--- src/design/fefd_pkg.sv ---
// Shared types and constants for the flag/escape frame decoder.
package fefd_pkg;

    localparam int          MAX_FRAME_LIMIT_DEF = 2047;
    localparam int          LEN_W               = 11;
    localparam logic [7:0]  FLAG_BYTE           = 8'h7e;
    localparam logic [7:0]  ESC_BYTE            = 8'h7d;
    localparam logic [LEN_W-1:0] MAX_FRAME_RST  = 11'd1500;

    typedef enum logic {
        REG_ENABLE    = 1'b0,
        REG_MAX_FRAME = 1'b1
    } reg_idx_t;

    typedef enum logic {
        KIND_PAYLOAD = 1'b0,
        KIND_END     = 1'b1
    } out_kind_t;

    typedef struct packed {
        logic [7:0] rx_byte;
        logic       rx_error;
    } in_beat_t;

    typedef struct packed {
        logic            truncated;
        logic [LEN_W-1:0] frame_length;
        logic [LEN_W-1:0] out_offset;
        logic [7:0]      out_byte;
    } out_data_t;

endpackage

--- src/design/fefd_in_stage.sv ---
// Input register stage holding one received line beat.
module fefd_in_stage
    import fefd_pkg::*;
(
    input  logic     aclk,
    input  logic     aresetn,
    input  logic     s_tvalid,
    output logic     s_tready,
    input  in_beat_t s_beat,
    input  logic     take,
    output logic     beat_valid,
    output in_beat_t beat
);

    logic     valid_reg, valid_next;
    in_beat_t beat_reg;

    assign s_tready   = !valid_reg || take;
    assign beat_valid = valid_reg;
    assign beat       = beat_reg;

    always_comb begin
        valid_next = valid_reg;
        if (s_tvalid && s_tready) begin
            valid_next = 1'b1;
        end else if (take) begin
            valid_next = 1'b0;
        end
    end

    always_ff @(posedge aclk) begin
        if (!aresetn) begin
            valid_reg <= 1'b0;
        end else begin
            valid_reg <= valid_next;
        end
    end

    always_ff @(posedge aclk) begin
        if (s_tvalid && s_tready) begin
            beat_reg <= s_beat;
        end
    end

endmodule

--- src/design/fefd_core.sv ---
// Deframing state, configuration registers and result register.
module fefd_core
    import fefd_pkg::*;
#(
    parameter int MAX_FRAME_LIMIT = MAX_FRAME_LIMIT_DEF
) (
    input  logic             aclk,
    input  logic             aresetn,
    input  logic             cfg_we,
    input  logic             cfg_addr,
    input  logic [LEN_W-1:0] cfg_wdata,
    input  logic             beat_valid,
    input  in_beat_t         beat,
    output logic             take,
    output logic             m_tvalid,
    input  logic             m_tready,
    output out_kind_t        m_kind,
    output out_data_t        m_data,
    output logic [LEN_W-1:0] limit
);

    localparam logic [LEN_W-1:0] LIM_CAP =
        (MAX_FRAME_LIMIT >= (1 << LEN_W) - 1) ? {LEN_W{1'b1}} : LEN_W'(MAX_FRAME_LIMIT);

    typedef enum logic [2:0] {
        SYM_NONE = 3'b001,
        SYM_FLAG = 3'b010,
        SYM_ESC  = 3'b100
    } sym_t;

    logic             enable_reg;
    logic [LEN_W-1:0] max_frame_reg;
    logic             hunting_reg, hunting_next;
    sym_t             sym_reg, sym_next;
    logic [LEN_W-1:0] count_reg, count_next;
    logic             ovf_reg, ovf_next;
    logic             valid_reg, valid_next;
    out_kind_t        kind_reg, kind_next;
    out_data_t        data_reg, data_next;
    logic             res_valid, do_store, out_free;
    logic [LEN_W-1:0] lim_capped;

    assign out_free   = !valid_reg || m_tready;
    assign take       = beat_valid && out_free;
    assign m_tvalid   = valid_reg;
    assign m_kind     = kind_reg;
    assign m_data     = data_reg;
    assign lim_capped = (max_frame_reg > LIM_CAP) ? LIM_CAP : max_frame_reg;
    assign limit      = (lim_capped == '0) ? LEN_W'(1) : lim_capped;

    always_comb begin
        hunting_next = hunting_reg;
        sym_next     = sym_reg;
        count_next   = count_reg;
        ovf_next     = ovf_reg;
        res_valid    = 1'b0;
        do_store     = 1'b0;
        kind_next    = KIND_PAYLOAD;
        data_next    = '0;
        if (take && enable_reg && !beat.rx_error) begin
            if (hunting_reg) begin
                if (beat.rx_byte == FLAG_BYTE) begin
                    hunting_next = 1'b0;
                    sym_next     = SYM_FLAG;
                    count_next   = '0;
                    ovf_next     = 1'b0;
                end
            end else if (sym_reg == SYM_ESC) begin
                sym_next = SYM_NONE;
                do_store = 1'b1;
            end else if (beat.rx_byte == ESC_BYTE) begin
                sym_next = SYM_ESC;
            end else if (beat.rx_byte == FLAG_BYTE) begin
                sym_next = SYM_FLAG;
                if (count_reg != '0) begin
                    res_valid              = 1'b1;
                    kind_next              = KIND_END;
                    data_next.frame_length = count_reg;
                    data_next.truncated    = ovf_reg;
                end
                count_next = '0;
                ovf_next   = 1'b0;
            end else begin
                sym_next = SYM_NONE;
                do_store = 1'b1;
            end
            if (do_store) begin
                if (count_reg < limit) begin
                    res_valid            = 1'b1;
                    data_next.out_byte   = beat.rx_byte;
                    data_next.out_offset = count_reg;
                    count_next           = count_reg + LEN_W'(1);
                end else begin
                    ovf_next = 1'b1;
                end
            end
        end
    end

    always_comb begin
        valid_next = valid_reg;
        if (take) begin
            valid_next = res_valid;
        end else if (m_tready) begin
            valid_next = 1'b0;
        end
    end

    always_ff @(posedge aclk) begin
        if (!aresetn) begin
            enable_reg    <= 1'b0;
            max_frame_reg <= MAX_FRAME_RST;
            hunting_reg   <= 1'b1;
            sym_reg       <= SYM_NONE;
            count_reg     <= '0;
            ovf_reg       <= 1'b0;
            valid_reg     <= 1'b0;
        end else begin
            if (cfg_we) begin
                case (reg_idx_t'(cfg_addr))
                    REG_ENABLE:    enable_reg    <= cfg_wdata[0];
                    REG_MAX_FRAME: max_frame_reg <= cfg_wdata;
                    default: begin
                    end
                endcase
            end
            hunting_reg <= hunting_next;
            sym_reg     <= sym_next;
            count_reg   <= count_next;
            ovf_reg     <= ovf_next;
            valid_reg   <= valid_next;
        end
    end

    always_ff @(posedge aclk) begin
        if (take) begin
            kind_reg <= kind_next;
            data_reg <= data_next;
        end
    end

endmodule

--- src/design/flag_escape_frame_decoder.sv ---
// Top level of the flag/escape frame decoder.
// Removes byte-stuffed framing from a received byte stream: 0x7e delimits frames,
// 0x7d makes the next byte literal (no XOR). After reset the decoder discards
// bytes until the first flag. Each stored payload byte leaves as one beat with
// its offset; a flag closing a non-empty frame leaves one end beat with the
// stored length and a truncation mark for bytes dropped past max_frame (capped
// at MAX_FRAME_LIMIT, zero taken as one). Bytes with s_tuser set or received
// while disabled are dropped. One byte is taken every cycle unless a result beat
// is held by m_tready low: an input register and a result register bracket a
// single pass of decode logic.
module flag_escape_frame_decoder
    import fefd_pkg::*;
#(
    parameter int MAX_FRAME_LIMIT = MAX_FRAME_LIMIT_DEF
) (
    input  logic             aclk,
    input  logic             aresetn,
    input  logic             cfg_we,
    input  logic             cfg_addr,
    input  logic [LEN_W-1:0] cfg_wdata,
    input  logic             s_tvalid,
    output logic             s_tready,
    input  logic [7:0]       s_tdata,   // [7:0] rx_byte
    input  logic             s_tuser,   // [0] rx_error
    output logic             m_tvalid,
    input  logic             m_tready,
    output logic [31:0]      m_tdata,   // [7:0] out_byte, [18:8] out_offset,
                                        // [29:19] frame_length, [30] truncated
    output logic             m_tuser    // [0] out_kind
);

    in_beat_t         s_beat, beat;
    logic             beat_valid, take;
    out_kind_t        m_kind;
    out_data_t        m_data;
    logic [LEN_W-1:0] limit;

    assign s_beat.rx_byte  = s_tdata;
    assign s_beat.rx_error = s_tuser;
    assign m_tdata         = {1'b0, m_data};
    assign m_tuser         = m_kind;

    fefd_in_stage u_in_stage (
        .aclk       (aclk),
        .aresetn    (aresetn),
        .s_tvalid   (s_tvalid),
        .s_tready   (s_tready),
        .s_beat     (s_beat),
        .take       (take),
        .beat_valid (beat_valid),
        .beat       (beat)
    );

    fefd_core #(
        .MAX_FRAME_LIMIT (MAX_FRAME_LIMIT)
    ) u_core (
        .aclk       (aclk),
        .aresetn    (aresetn),
        .cfg_we     (cfg_we),
        .cfg_addr   (cfg_addr),
        .cfg_wdata  (cfg_wdata),
        .beat_valid (beat_valid),
        .beat       (beat),
        .take       (take),
        .m_tvalid   (m_tvalid),
        .m_tready   (m_tready),
        .m_kind     (m_kind),
        .m_data     (m_data),
        .limit      (limit)
    );

    a_payload_clean: assert property (@(posedge aclk) disable iff (!aresetn)
        m_tvalid && m_kind == KIND_PAYLOAD |-> m_data.frame_length == '0 && !m_data.truncated)
        else $error("payload beat carries frame-end fields");

    a_end_nonempty: assert property (@(posedge aclk) disable iff (!aresetn)
        m_tvalid && m_kind == KIND_END |-> m_data.frame_length != '0 && m_data.out_byte == '0)
        else $error("frame end with zero length or nonzero byte");

    a_offset_in_limit: assert property (@(posedge aclk) disable iff (!aresetn)
        m_tvalid && m_kind == KIND_PAYLOAD |-> m_data.out_offset < limit)
        else $error("payload offset beyond frame limit");

    a_hold_stalled: assert property (@(posedge aclk) disable iff (!aresetn)
        m_tvalid && !m_tready |=> m_tvalid && $stable(m_tdata) && $stable(m_tuser))
        else $error("result beat changed while stalled");

endmodule

--- config.mk ---
export PLATFORM = sky130hd
export DESIGN_NAME = flag_escape_frame_decoder
export DESIGN_NICKNAME = d
export VERILOG_FILES = /design/src/design/fefd_pkg.sv /design/src/design/fefd_in_stage.sv /design/src/design/fefd_core.sv /design/src/design/flag_escape_frame_decoder.sv
export SDC_FILE = /design/constraint.sdc
export NUM_CORES = 1
export LEC_CHECK = 0
export BUFFER_PORTS_ARGS = -buffer_cell sky130_fd_sc_hd__buf_2
export CELL_PAD_IN_SITES_DETAIL_PLACEMENT = 2
export CELL_PAD_IN_SITES_GLOBAL_PLACEMENT = 2
export CORE_AREA = 2 2 95 97
export CTS_BUF_LIST = sky130_fd_sc_hd__clkbuf_8
export DETAILED_ROUTE_END_ITERATION = 12
export DIE_AREA = 0 0 97 99
export PLACE_DENSITY_LB_ADDON = 0.08
export SYNTH_ARGS = -nofsm -noshare
export SYNTH_HDL_FRONTEND = slang
export SYNTH_HIERARCHICAL = 1
export SYNTH_SLANG_ARGS = --single-unit
--- constraint.sdc ---
create_clock -name aclk -period 5.4 [get_ports aclk]
set_clock_uncertainty 0.15 [all_clocks]
set_input_delay 0.54 -clock aclk [delete_from_list [all_inputs] [get_ports aclk]]
set_output_delay 0.54 -clock aclk [all_outputs]
set_load 0.02 [all_outputs]
Word-level counts from Yosys, hierarchy flattened
Cells that the tools add are included.
{ "classes": {"shifts": 0, "order_cmp": 2, "n_eq_ne": 4, "reduce_logical": 18, "n_mux": 37, "n_div": 0, "bitwise": 4, "multipliers": 0, "addsub": 1} }
{ "op_table": {"columns": ["cell", "count"], "rows": [
  ["11-bit 2-to-1 mux", 8],
  ["1-bit 2-to-1 mux", 24],
  ["8-bit by 7-bit equality test with 1-bit output (second input constant)", 2],
  ["3-bit 2-to-1 mux", 4],
  ["11-bit by 1-bit adder with 11-bit output (second input constant)", 1],
  ["11-bit greater-than comparator (second input constant)", 1],
  ["11-bit zero test", 1],
  ["11-bit less-than comparator", 1],
  ["11-bit nonzero test", 1],
  ["2-bit AND reduction", 3],
  ["6-bit OR reduction", 1],
  ["1-bit logical AND", 4],
  ["1-bit inverter", 4],
  ["2-bit nonzero test", 2],
  ["3-bit equality test (second input constant)", 1],
  ["1-bit zero test", 3],
  ["3-bit AND reduction", 1],
  ["1-bit logical OR", 2],
  ["2-bit 2-to-1 mux", 1],
  ["2-bit inequality test (second input constant)", 1]
]} }
{ "totals": {"romBits": 0, "elab_cells": 81, "ramBits": 0, "n_memories": 0, "reg_bits": 71, "latchBits": 0, "out_inout_bits": 35} }

Depth between registers and ports, before layout
{ "logic_depth": {"ltp_word": 10, "depth_mapped": 8} }

Cells and area by module
Netlist, hierarchy kept.
{ "modules_own_cells": {"columns": ["module", "area_each_um2", "n_inst", "cells_each", "seq_area_each_um2"], "rows": [
  ["fefd_core", 2955.3, 1, 300, 1541.5],
  ["fefd_in_stage", 327.8, 1, 14, 290.3],
  ["flag_escape_frame_decoder", 11.3, 1, 2, 0.0]
]} }

Least setup slack after synthesis
No wires, ideal clock.
{ "synth_timing": {"path_kind": "input to register", "from": "in m_tready", "to": "reg u_core.data_reg (netlist bit u_core/m_data[24]) (data pin)", "slack_ns": 2.599, "path_stages": 7, "n_path_buf": 1, "arrival_ns": 2.519, "setup_time_ns": 0.131, "cell_sequence": "nand2b_1 and2_1 nand2_1 or4_4 inv_2 buf_6 and2_1"} }
{ "synth_between": {"elab_chain_len": 6} }
{ "synth_lines": {"columns": ["element", "line_no", "source"], "rows": [
  ["from (decl)", "flag_escape_frame_decoder.sv:26", "input logic m_tready,"],
  ["1-bit logical OR", "fefd_core.sv:43", "assign out_free = !valid_reg || m_tready;"],
  ["1-bit logical AND", "fefd_core.sv:44", "assign take = beat_valid && out_free;"],
  ["net take", "flag_escape_frame_decoder.sv:33", "logic beat_valid, take;"],
  ["1-bit logical AND (2 in a row)", "fefd_core.sv:60", "if (take && enable_reg && !beat.rx_error) begin"],
  ["1-bit inverter (no line)", null, null],
  ["6-bit OR reduction (no line)", null, null],
  ["to (signal assigned)", "fefd_core.sv:138", "data_reg <= data_next;"],
  ["to (decl)", "fefd_core.sv:39", "out_data_t data_reg, data_next;"]
]} }
The timed path passes the listed nets, and every way through them passes these cells.
A chain may end at the register's enable or synchronous reset.

Worst setup path after layout
{ "layout_timing": {"from": "reg u_core.count_reg[8]", "to": "reg u_core.count_reg[5]"} }
{ "layout_between": {"elab_chain_len": 3} }
{ "layout_lines": {"columns": ["element", "line_no", "source"], "rows": [
  ["from (decl)", "fefd_core.sv:35", "logic [LEN_W-1:0] count_reg, count_next;"],
  ["from (signal assigned)", "fefd_core.sv:129", "count_reg <= count_next;"],
  ["11-bit less-than comparator", "fefd_core.sv:88", "if (count_reg < limit) begin"],
  ["11-bit 2-to-1 mux", "fefd_core.sv:88", null],
  ["11-bit 2-to-1 mux", "fefd_core.sv:87", "if (do_store) begin"]
]} }
No other way between the ends.

==> results_dict.tcl <==
set metrics [dict create \
    drive_gt1_share_pct 24.39 \
    fillers 937 \
    grt_max_degree 35 \
    tightest_slew_ns 1.238 \
    clkLatencyLatePin_ns 0.34 \
    design_area_mm2 0.003869 \
    maxCapViolations 0 \
    area.growth.synth_to_final_pct 19.01 \
    cts-root-buf "clkbuf_8" \
    drv_slew 0 \
    fp-row-count 34 \
    place_inst 461 \
    post_cts_buffers 0 \
    leakage_uw 0.001526 \
    netlist_area_mm2 0.003251 \
    worstPathMaxFanout 8 \
    relSlewSlack_pct 16.97 \
    stdcell_count 477 \
    dpl_cell_area_mm2 0.003649 \
    drt-initial-drc-count 67 \
    wl_um 9625 \
    globalplace.congestion 0.7855 \
    crit_arrival_ns 3.13 \
    diodes 0 \
    numPortBuffers 59 \
    worst-endpoint-required_ns 5.51 \
    cp-end-kind "flip-flop" \
    multiInputGateArea_mm2 0.001274 \
    clock_path_buffers 2 \
    layout.nets 402 \
    max_freq_mhz 330.7 \
    grt_pass1_wl_um 15910 \
    antenna_found_initial 0 \
    ir_drop_mv 0.1027 \
    vias_per_cell 5.480 \
    rsz0062_at_grt "false" \
    final_common_cell "buf_2" \
    routedWlPerCell_um 20.18 \
    cts_buffers 9 \
    ctsResizeCount 0 \
    htreeDepth 3 \
    clock-sinks 71 \
    post-route-period-util_pct 56.01 \
    power-per-cell-area_mw_per_mm2 296.9 \
    grt_usage_pct 21.28 \
    clk_pin_slew_ns 0.08 \
    syn-num-nets 343 \
    ctsHoldBuffers 0 \
    setup_viol 0 \
    hpwlAfterDp_um 6690 \
    hold_viol_final 0 \
    crit_type "reg -> reg" \
    fp.coreArea_mm2 0.008551 \
    status "completed" \
    ios 61 \
    largest_reg_flops 31 \
    syn_area_per_cell_um2 10.66 \
    fin_setup_tns_ns 0 \
    cts_tree "yes" \
    ant_nets 0 \
    yosys_warnings 6 \
    die_y_um 99 \
    worst_hold_slack_ns 0.2149 \
    firstDrtPassIters 4 \
    start_util_pct 38.02 \
    first_global_vias 2859 \
    die_w_um 97 \
    syn_inst 305 \
    grt.overflow.total 0 \
    via_count 2614 \
    regArea_mm2 0.001832 \
    layout_common_cells "59 x buf_2, 41 x edfxtp_1, 30 x nand2_1, 30 x dfxtp_1, 24 x inv_1" \
    drc_errors 0 \
    dieArea_mm2 0.009603 \
    critPathLaunchType "flip-flop" \
    finalWorstPathRequiredPeriod_ns 3.024 \
    min_path_type "in -> reg" \
]
-- cell type report --
type,instances,share of cell area [%]
clock buffers,9,3.202
clock inverters,7,2.490
inverters,24,2.329
multi-input cells,196,32.92
flip-flops and latches,71,47.35
well taps,108,3.493
repair buffers,62,8.215
-- critical path: stages (launching register included) --
cell      delay [ns]
dfxtp_1         0.53
ha_1            0.33
a211oi_1        0.24
o21ai_0         0.26
a211oi_1        1.08
nand4_1         0.21
o211ai_1        0.15
-- routing by layer --
layer,up-vias,global-route usage (%),wire [um]
met5,-,0,0
met4,0,9.101,218
met3,21,3.121,324
met2,67,38.25,5013
met1,1288,25.43,4067
li1,1238,-,-
-- final timing paths --
path	endpoint	cells after the start	startpoint	slack (ns)
hold reg to reg	u_core/max_frame_reg[0]$_SDFFE_PN0P_	2	u_core/max_frame_reg[0]$_SDFFE_PN0P_	0.32
hold / removal	u_in_stage/beat[1]$_DFFE_PP_	1	s_tdata[0]	0.21
setup / recovery	u_core/count_reg[5]$_SDFFE_PN0P_	6	u_core/count_reg[8]$_SDFFE_PN0P_	2.38
setup reg to reg	u_core/count_reg[5]$_SDFFE_PN0P_	6	u_core/count_reg[8]$_SDFFE_PN0P_	2.38
-- power by group --
| group | switching (uW) | total (uW) | internal [uW] |
|---|---|---|---|
| Clock | 211 | 473 | 262 |
| Sequential | 9.60 | 602 | 592 |
| Combinational | 48.7 | 74.2 | 25.5 |
| Total | 269 | 1150 | 879 |
-- through the flow --
step	setup slack, ns	util [%]	total power [uW]
final	2.376	45.24	1148
after global routing	2.099	45.24	1195
after CTS	2.369	45.24	1163
after detailed placement	2.590	42.67	689.3
after global placement	2.755	42.67	683.9
after floorplan	2.599	-	657.0
No activity file was read; power rests on OpenSTA's default activity.
